**config.mk**
```make
export PLATFORM = sky130hd
export DESIGN_NAME = calendar_day_stepper
export DESIGN_NICKNAME = d
export VERILOG_FILES = /design/src/sv/cds_pkg.sv /design/src/sv/cds_ctrl.sv /design/src/sv/cds_dp.sv /design/src/sv/calendar_day_stepper.sv
export SDC_FILE = /design/constraint.sdc
export NUM_CORES = 1
export LEC_CHECK = 0
export ABC_AREA = 0
export BUFFER_PORTS_ARGS = -buffer_cell sky130_fd_sc_hd__buf_2
export CAP_MARGIN = 0
export CORE_MARGIN = 8
export CORE_UTILIZATION = 49
export CTS_BUF_LIST = sky130_fd_sc_hd__clkbuf_16
export DETAILED_ROUTE_END_ITERATION = 10
export MAX_ROUTING_LAYER = met4
export PLACE_DENSITY = 0.7
export SETUP_SLACK_MARGIN = 0.05
export SYNTH_ARGS = -nofsm -noshare
export SYNTH_HDL_FRONTEND = slang
export SYNTH_SLANG_ARGS = --single-unit
```
**constraint.sdc**
```tcl
create_clock -name i_clk -period 10.05 [get_ports i_clk]
set_clock_uncertainty 0.15 [all_clocks]
set_input_delay 2.01 -clock i_clk [delete_from_list [all_inputs] [get_ports i_clk]]
set_output_delay 2.01 -clock i_clk [all_outputs]
set_load 0.05 [all_outputs]
```
**src/sv/cds_pkg.sv**
```systemverilog
// ============================================================================
// cds_pkg
// Shared types, constants and calendar helpers for the calendar day stepper.
// ============================================================================
`default_nettype none

package cds_pkg;

    // Request command codes
    localparam logic [1:0] CMD_LOAD = 2'd0;
    localparam logic [1:0] CMD_FWD  = 2'd1;
    localparam logic [1:0] CMD_BWD  = 2'd2;

    // Limits
    localparam logic [15:0] YEAR_MAX   = 16'hFFFF;
    localparam logic [9:0]  MAX_STEP   = 10'd1023;
    localparam logic [3:0]  LAST_MONTH = 4'd11;
    localparam logic [2:0]  LAST_WDAY  = 3'd6;

    // Reset date: 1 Jan 1970, a Thursday
    localparam logic [15:0] RST_YEAR = 16'd1970;
    localparam logic [2:0]  RST_WDAY = 3'd4;

    // year / 25 as (year * RECIP25) >> RECIP_SHIFT, exact for 16-bit years
    localparam logic [16:0] RECIP25     = 17'd83887;
    localparam int          RECIP_SHIFT = 21;

    // Controller to datapath commands
    typedef struct packed {
        logic accept;   // request taken, clear error flag
        logic load;     // latch load fields
        logic clamp;    // clamp day of year, start month search
        logic derive;   // one month of the month search
        logic step;     // move the date by one day
        logic bwd;      // step direction, 1 backward
    } t_dp_cmd;

    // Datapath to controller status
    typedef struct packed {
        logic derive_done; // current month holds the remaining days
        logic bound_hit;   // a step in the current direction is refused
    } t_dp_sts;

    // Days in a month, 0 January
    function automatic logic [4:0] month_len(input logic [3:0] month, input logic leap);
        logic [4:0] len;
        case (month)
            4'd1:    len = leap ? 5'd29 : 5'd28;
            4'd3,
            4'd5,
            4'd8,
            4'd10:   len = 5'd30;
            default: len = 5'd31;
        endcase
        return len;
    endfunction

endpackage

`default_nettype wire

```
**src/sv/cds_ctrl.sv**
```systemverilog
// ============================================================================
// cds_ctrl
// Sequencer: takes a request, runs load / month search, day stepping or nothing
// (unused command), then holds the result until the output side takes it.
// ============================================================================
`default_nettype none

module cds_ctrl import cds_pkg::*; (
    input  wire logic       i_clk,
    input  wire logic       i_rst_n,
    input  wire logic       i_valid,
    input  wire logic [1:0] i_command,
    input  wire logic [9:0] i_day_count,
    input  wire logic       i_stall,
    input  wire t_dp_sts    i_sts,
    output logic            o_stall,
    output logic            o_valid,
    output t_dp_cmd         o_cmd
);

    typedef enum logic [2:0] {
        S_IDLE,
        S_CLAMP,
        S_DERIVE,
        S_STEP,
        S_DONE
    } t_state;

    t_state      r_state;
    logic [9:0]  r_count;
    logic        r_bwd;
    logic        w_accept;
    logic [9:0]  w_count_sat;

    assign o_stall  = (r_state != S_IDLE);
    assign w_accept = i_valid && (r_state == S_IDLE);
    assign w_count_sat = (i_day_count > MAX_STEP) ? MAX_STEP : i_day_count;

    // Datapath commands
    always_comb begin
        o_cmd        = '0;
        o_cmd.accept = w_accept;
        o_cmd.load   = w_accept && (i_command == CMD_LOAD);
        o_cmd.clamp  = (r_state == S_CLAMP);
        o_cmd.derive = (r_state == S_DERIVE);
        o_cmd.step   = (r_state == S_STEP) && (r_count != '0);
        o_cmd.bwd    = r_bwd;
    end

    // State and registered outputs
    always_ff @(posedge i_clk) begin
        if (!i_rst_n) begin
            r_state <= S_IDLE;
            r_count <= '0;
            r_bwd   <= 1'b0;
            o_valid <= 1'b0;
        end else begin
            case (r_state)
                S_IDLE: begin
                    if (w_accept) begin
                        r_count <= w_count_sat;
                        r_bwd   <= (i_command == CMD_BWD);
                        case (i_command)
                            CMD_LOAD: r_state <= S_CLAMP;
                            CMD_FWD,
                            CMD_BWD:  r_state <= S_STEP;
                            default: begin
                                r_state <= S_DONE;
                                o_valid <= 1'b1;
                            end
                        endcase
                    end
                end
                S_CLAMP: begin
                    r_state <= S_DERIVE;
                end
                S_DERIVE: begin
                    if (i_sts.derive_done) begin
                        r_state <= S_DONE;
                        o_valid <= 1'b1;
                    end
                end
                S_STEP: begin
                    if (r_count == '0 || i_sts.bound_hit) begin
                        r_state <= S_DONE;
                        o_valid <= 1'b1;
                    end else begin
                        r_count <= r_count - 10'd1;
                    end
                end
                S_DONE: begin
                    if (!i_stall) begin
                        r_state <= S_IDLE;
                        o_valid <= 1'b0;
                    end
                end
                default: begin
                    r_state <= S_IDLE;
                    o_valid <= 1'b0;
                end
            endcase
        end
    end

endmodule

`default_nettype wire

```
**src/sv/cds_dp.sv**
```systemverilog
// ============================================================================
// cds_dp
// Date registers with leap logic, one-day step unit and month search.
// ============================================================================
`default_nettype none

module cds_dp import cds_pkg::*; (
    input  wire logic        i_clk,
    input  wire logic        i_rst_n,
    input  wire t_dp_cmd     i_cmd,
    input  wire logic [15:0] i_load_year,
    input  wire logic [8:0]  i_load_yday,
    input  wire logic [2:0]  i_load_weekday,
    output t_dp_sts          o_sts,
    output logic [15:0]      o_cur_year,
    output logic [8:0]       o_cur_yday,
    output logic [3:0]       o_cur_month,
    output logic [4:0]       o_cur_mday,
    output logic [2:0]       o_cur_weekday,
    output logic             o_range_error
);

    logic [15:0] r_year;
    logic [8:0]  r_yday;
    logic [3:0]  r_month;
    logic [4:0]  r_mday;
    logic [2:0]  r_wday;
    logic        r_err;
    logic [8:0]  r_rest;

    logic [32:0] w_prod;
    logic [11:0] w_q25;
    logic [15:0] w_q25x;
    logic [15:0] w_rem;
    logic [4:0]  w_r25;
    logic [15:0] w_year_m1;
    logic        w_leap;
    logic        w_leap_prev;
    logic [8:0]  w_last_yday;
    logic [4:0]  w_mlen;
    logic [4:0]  w_mlen_prev;
    logic [2:0]  w_wday_inc;
    logic [2:0]  w_wday_dec;

    // year mod 25 via reciprocal multiply
    assign w_prod = {17'd0, r_year} * {16'd0, RECIP25};
    assign w_q25  = w_prod[32:RECIP_SHIFT];
    assign w_q25x = {w_q25, 4'd0} + {1'b0, w_q25, 3'd0} + {4'd0, w_q25};
    assign w_rem  = r_year - w_q25x;
    assign w_r25  = w_rem[4:0];

    // Leap flags for this year and the one before
    assign w_year_m1   = r_year - 16'd1;
    assign w_leap      = (r_year[1:0] == 2'd0) && ((w_r25 != 5'd0) || (r_year[3:0] == 4'd0));
    assign w_leap_prev = (w_year_m1[1:0] == 2'd0)
                      && ((w_r25 != 5'd1) || (w_year_m1[3:0] == 4'd0));
    assign w_last_yday = w_leap ? 9'd365 : 9'd364;

    assign w_mlen      = month_len(r_month, w_leap);
    assign w_mlen_prev = month_len(r_month - 4'd1, w_leap);
    assign w_wday_inc  = (r_wday >= LAST_WDAY) ? 3'd0 : r_wday + 3'd1;
    assign w_wday_dec  = (r_wday == 3'd0) ? LAST_WDAY : r_wday - 3'd1;

    // Status
    assign o_sts.derive_done = (r_month == LAST_MONTH) || (r_rest < {4'd0, w_mlen});
    assign o_sts.bound_hit   = i_cmd.bwd ? ((r_yday == 9'd0) && (r_year == 16'd0))
                                         : ((r_yday >= w_last_yday) && (r_year == YEAR_MAX));

    // Date registers
    always_ff @(posedge i_clk) begin
        if (!i_rst_n) begin
            r_year  <= RST_YEAR;
            r_yday  <= '0;
            r_month <= '0;
            r_mday  <= '0;
            r_wday  <= RST_WDAY;
            r_err   <= 1'b0;
            r_rest  <= '0;
        end else begin
            if (i_cmd.accept) begin
                r_err <= 1'b0;
            end
            if (i_cmd.load) begin
                r_year <= i_load_year;
                r_yday <= i_load_yday;
                r_wday <= (i_load_weekday == 3'd7) ? 3'd0 : i_load_weekday;
            end
            // Clamp to the last day of the loaded year
            if (i_cmd.clamp) begin
                r_month <= '0;
                if (r_yday > w_last_yday) begin
                    r_yday <= w_last_yday;
                    r_rest <= w_last_yday;
                end else begin
                    r_rest <= r_yday;
                end
            end
            // Month search, one month per cycle
            if (i_cmd.derive) begin
                if (o_sts.derive_done) begin
                    r_mday <= r_rest[4:0];
                end else begin
                    r_rest  <= r_rest - {4'd0, w_mlen};
                    r_month <= r_month + 4'd1;
                end
            end
            // One day step
            if (i_cmd.step) begin
                if (o_sts.bound_hit) begin
                    r_err <= 1'b1;
                end else if (!i_cmd.bwd) begin
                    r_wday <= w_wday_inc;
                    if (r_yday >= w_last_yday) begin
                        r_year  <= r_year + 16'd1;
                        r_yday  <= '0;
                        r_month <= '0;
                        r_mday  <= '0;
                    end else begin
                        r_yday <= r_yday + 9'd1;
                        if (r_mday == w_mlen - 5'd1) begin
                            r_month <= r_month + 4'd1;
                            r_mday  <= '0;
                        end else begin
                            r_mday <= r_mday + 5'd1;
                        end
                    end
                end else begin
                    r_wday <= w_wday_dec;
                    if (r_yday == 9'd0) begin
                        r_year  <= w_year_m1;
                        r_yday  <= w_leap_prev ? 9'd365 : 9'd364;
                        r_month <= LAST_MONTH;
                        r_mday  <= 5'd30;
                    end else begin
                        r_yday <= r_yday - 9'd1;
                        if (r_mday == 5'd0) begin
                            r_month <= r_month - 4'd1;
                            r_mday  <= w_mlen_prev - 5'd1;
                        end else begin
                            r_mday <= r_mday - 5'd1;
                        end
                    end
                end
            end
        end
    end

    assign o_cur_year    = r_year;
    assign o_cur_yday    = r_yday;
    assign o_cur_month   = r_month;
    assign o_cur_mday    = r_mday;
    assign o_cur_weekday = r_wday;
    assign o_range_error = r_err;

endmodule

`default_nettype wire

```
**src/sv/calendar_day_stepper.sv**
```systemverilog
// ============================================================================
// calendar_day_stepper
// Gregorian date keeper: load a date, or step it forward or backward by a
// number of days, one day per clock.
// ============================================================================
//  channel   handshake            payload
//  request   i_valid / o_stall    i_command, i_day_count, i_load_year,
//                                 i_load_yday, i_load_weekday
//  result    o_valid / i_stall    o_cur_year, o_cur_yday, o_cur_month,
//                                 o_cur_mday, o_cur_weekday, o_range_error
//
//  Step request: one day per cycle through the step unit.
//  Load request: the month search takes one month per cycle.
//  Unused command: result in the cycle after accept.
//  One request at a time: o_stall is high from accept until the result is taken.
//  Synchronous active-low reset sets Thursday 1 Jan 1970.
// ============================================================================
`default_nettype none

module calendar_day_stepper import cds_pkg::*; (
    input  wire logic        i_clk,
    input  wire logic        i_rst_n,
    input  wire logic        i_valid,
    output logic             o_stall,
    input  wire logic [1:0]  i_command,
    input  wire logic [9:0]  i_day_count,
    input  wire logic [15:0] i_load_year,
    input  wire logic [8:0]  i_load_yday,
    input  wire logic [2:0]  i_load_weekday,
    output logic             o_valid,
    input  wire logic        i_stall,
    output logic [15:0]      o_cur_year,
    output logic [8:0]       o_cur_yday,
    output logic [3:0]       o_cur_month,
    output logic [4:0]       o_cur_mday,
    output logic [2:0]       o_cur_weekday,
    output logic             o_range_error
);

    t_dp_cmd w_cmd;
    t_dp_sts w_sts;

    // Sequencer
    cds_ctrl u_ctrl (
        .i_clk       (i_clk),
        .i_rst_n     (i_rst_n),
        .i_valid     (i_valid),
        .i_command   (i_command),
        .i_day_count (i_day_count),
        .i_stall     (i_stall),
        .i_sts       (w_sts),
        .o_stall     (o_stall),
        .o_valid     (o_valid),
        .o_cmd       (w_cmd)
    );

    // Date datapath
    cds_dp u_dp (
        .i_clk          (i_clk),
        .i_rst_n        (i_rst_n),
        .i_cmd          (w_cmd),
        .i_load_year    (i_load_year),
        .i_load_yday    (i_load_yday),
        .i_load_weekday (i_load_weekday),
        .o_sts          (w_sts),
        .o_cur_year     (o_cur_year),
        .o_cur_yday     (o_cur_yday),
        .o_cur_month    (o_cur_month),
        .o_cur_mday     (o_cur_mday),
        .o_cur_weekday  (o_cur_weekday),
        .o_range_error  (o_range_error)
    );

endmodule

`default_nettype wire

```
==> summary.txt <==
Run status
  – Status: completed

Worst setup path
  – Flop-to-flop setup slack: ~0.37 ns
  – CP top delay family: adder cells
  – CP dominant cell by count: fa_1
  – Critical path class: flip-flop to flip-flop
  – Crit start category: flip-flop
  – Critical path destination: u_dp.o_cur_month[1]
  – Crit Path Max Fanout: 6
  – Worst path buffer plus inverter count: 7
  – Worst Setup SP: u_dp.o_cur_year[6]
  – R2r startpoint: u_dp.o_cur_year[6]
  – Worst path slowest cell: fa_2
  – Critical path required time: 10.09 ns
  – Cells on worst reg2reg path: 42
  – Crit path largest cell delay: 0.58 ns
  – Reg2reg end: u_dp.o_cur_month[1]
  – Crit path DAT: a little under 10 ns
  – Critical path depth in cells: 42
  – Setup crit end kind: flip-flop

Placement
  – GP Congestion: 0.966
  – Cells after DPL: around 1,600
  – Buffers on Ports: 83
  – Pre-CTS setup slack: -0.149 ns
  – Hpwl dp: between 20,000 and 25,000 um

GRT
  – Grt met2 use: between 30% and 40%
  – Congestion Overflow GR: 0
  – Most used routing layer: met2
  – Largest net degree at the start of global routing: 47
  – Overall global routing resource usage: between 20% and 30%
  – Number of antenna violations at the first check in global routing: 1
  – Number of global-route vias before repair: approximately 9,000
  – GR met3 Demand/Resource: approximately 3.1%
  – GR Util met1: a little under a third
  – Global-route wire length before repair: between 40,000 and 50,000 um

Clock network
  – H-tree levels: 3
  – Clk_lat worst skew: 0.34 ns
  – Clk root buf: clkbuf_16
  – Num CTS Buffers: 9
  – CTS tree: done
  – Reg clk slew, reported paths: around 0.060 ns
  – TritonCTS sink count: 62
  – Max Buffers Root-to-Sink: 2

Synth
  – Syn Area/Cell: roughly 8.2 um2
  – Mapped Nets: between 1,000 and 1,500
  – Post-Syn Instances: between 1,000 and 1,500
  – Simple-Gate Fraction of Synth Area: roughly 16%
  – Mux contribution to synthesized area: 2.64%
  – Largest family of logic cells by synthesized area: adder cells
  – Synth Area in Adders: 37.9%
  – Number of synthesized flops with an enable pin: 0
  – Post-synth ARST share: 0%
  – Seq/Total Area, Yosys: 12.6%
  – Netlist cell types: 84
  – Post-synthesis sequential element count: 62
  – Most used DFF post-synth: dfxtp_1
  – Synth Area in Compound Gates: 18.3%
  – Xor/xnor cell area share of the yosys netlist: 3.42%
  – Yosys warning count: 0
  – Synthesized area: 9870 um2

Die
  – Die Span Y: 158 um
  – Starting Density: between 40 and 50%
  – I/O pins: between 80 and 90
  – Core area: roughly 20,000 um2
  – Die area: about 25,000 um2
  – Die X: around 160 um
  – FP Rows: 52

Hold path
  – HP Start: u_dp.r_rest[7]
  – Worst hold path class: flip-flop to flip-flop

Routing
  – WL final: 30,300 um
  – Drt pass-1 iters: 7
  – Via density: between 5 and 6
  – Initial drt markers: roughly 740
  – Wire length per cell: ~19 um
  – Drt drc: 0
  – Via count: 9,312
  – Post-route ant nets: 0

STA
  – Max Clock Freq: approximately 0.10 GHz
  – Max-slew headroom: 34.9%
  – Final WS setup: ~0.37 ns
  – Post-layout min period: 9.68 ns
  – Final count of hold timing violations: 0
  – Setup violators final: 0
  – Unrepaired setup endpoints after global routing: yes
  – Final Slew Violations: 0
  – Measured slew at the worst slew-check pin: about 0.97 ns
  – Final period utilization: between 90 and 100%

Layout
  – Finished Layout Cells: between 1,500 and 2,000
  – Layout cell share with drive strength beyond 1: between 20 and 25%
  – Layout net count: 1,646
  – End-of-flow core utilization: 60.0%
  – Area Overhead vs Synth: 21.5%
  – Fillers: 1,767

Job
  – MaxCap Viol Count: 0
worst min-delay path, cell delays in order, from the launching register on:
cell,delay (ns)
dfxtp_1,0.30
o21ai_0,0.07
a21oi_1,0.06
cell usage in the layout, fill, tap and decap left out, drive strengths merged, types with 3 or more instances in the layout:
cell type,n
o21a,4
a211oi,17
and2,5
a221oi,9
mux2,3
a221o,9
nor4,5
o31ai,3
mux2i,21
clkbuf,10
nor3,31
o22ai,10
xnor2,27
or3,5
buf,191
nand3b,3
a21oi,81
inv,204
nor2,92
nand3,33
a311oi,7
fa,97
a31oi,18
xor2,9
o21ai,51
ha,143
nand2b,7
and3,12
nand4,5
a21o,9
nor2b,7
a22oi,6
nand2,104
dfxtp,62
or2,6
o211ai,7
o221ai,16
layout make-up:
cell class	count	area [um2]	area share [%]
diodes	1	2.50	0.0209
flip-flops and latches	62	1280	10.7
clock inverters	6	27.5	0.230
multi-input cells	896	8040	67.0
repair buffers	191	1290	10.8
well taps	270	338	2.82
inverters	202	766	6.38
clock buffers	10	250	2.09
synthesized netlist by cell type, types with 3 or more instances:
| master | n | area, um2 |
|---|---|---|
| inv_1 | 201 | 754 |
| ha_1 | 143 | 1790 |
| nand2_1 | 102 | 383 |
| fa_1 | 97 | 1940 |
| nor2_1 | 91 | 342 |
| a21oi_1 | 80 | 400 |
| dfxtp_1 | 62 | 1240 |
| o21ai_0 | 48 | 240 |
| nand3_1 | 33 | 165 |
| clkbuf_1 | 32 | 120 |
| nor3_1 | 29 | 145 |
| xnor2_1 | 27 | 236 |
| mux2i_1 | 20 | 200 |
| a31oi_1 | 18 | 113 |
| o221ai_1 | 16 | 140 |
| a211oi_1 | 15 | 113 |
| and3_1 | 11 | 68.8 |
| o22ai_1 | 10 | 62.6 |
| a21o_1 | 9 | 67.6 |
| xor2_1 | 9 | 78.8 |
| a221o_1 | 8 | 80.1 |
| nor2b_1 | 7 | 43.8 |
| o211ai_1 | 7 | 52.6 |
| a221oi_1 | 6 | 52.6 |
| a22oi_1 | 6 | 45.0 |
| a311oi_1 | 6 | 52.6 |
| nand2b_1 | 6 | 37.5 |
| nor4_1 | 5 | 31.3 |
| or3_1 | 5 | 31.3 |
| and2_1 | 4 | 25.0 |
| buf_2 | 4 | 20.0 |
| nand4_1 | 4 | 25.0 |
| o21a_1 | 4 | 30.0 |
| a221oi_2 | 3 | 45.0 |
| buf_6 | 3 | 33.8 |
| nand3b_1 | 3 | 22.5 |
| o21ai_1 | 3 | 15.0 |
| o31ai_1 | 3 | 22.5 |
| or2_2 | 3 | 18.8 |
per-layer routing:
layer	wire (um)	vias up
li1	-	4426
met1	12700	4438
met2	14600	384
met3	1970	64
met4	1030	0
met5	0	-
worst min-delay path by stage:
| stage | cells after the start | end | slack (ns) |
|---|---|---|---|
| after global routing | 2 | u_ctrl.r_count[9] | 0.37 |
| after global placement | 2 | u_dp.r_rest[7] | 0.32 |
| final | 2 | u_dp.r_rest[7] | 0.34 |
| after floorplan | 2 | u_dp.r_rest[7] | 0.30 |
| after CTS | 2 | u_dp.r_rest[7] | 0.34 |
| after detailed placement | 2 | u_dp.r_rest[7] | 0.33 |
logic make-up (layout without fill, tap and decap cells):
family / Yosys count / count (layout)
mux: 24 / 24
flops: 62 / 62
buf+inv: 244 / 409
fa+ha+maj: 241 / 241
simple gates: 324 / 324
other cells: 0 / 1
compound gates: 270 / 270
xor+xnor: 37 / 37
what timing repair did:
item	4_1_cts	5_1_grt
gates cloned	1	0
hold buffers	0	0
gates resized for setup	7	70
setup endpoints to repair	48	61
pin swaps	6	60
setup buffers	2	15
registers in the layout (all words and copies together) (netlist names), 3 cells and up:
| name | cells |
|---|---|
| u_dp.o_cur_weekday | 3 |
| u_dp.o_cur_mday | 5 |
| u_ctrl.r_state | 3 |
| u_dp.r_rest | 9 |
| u_dp.o_cur_month | 4 |
| u_ctrl.r_count | 10 |
| u_dp.o_cur_yday | 9 |
| u_dp.o_cur_year | 16 |
metrics by stage:
stage / hold slack (ns) / area, um2 / TNS [ns]
6_report: 0.338 / 12000 / 0
5_1_grt: 0.373 / 12000 / -0.158
4_1_cts: 0.340 / 11600 / 0
3_5_place_dp: 0.333 / 11200 / -2.36
3_3_place_gp: 0.319 / 11200 / 0
2_1_floorplan: 0.305 / 9950 / 0
Power is not shown: default switching activity piles up to over one toggle a cycle in this logic, so the estimate is an artifact.
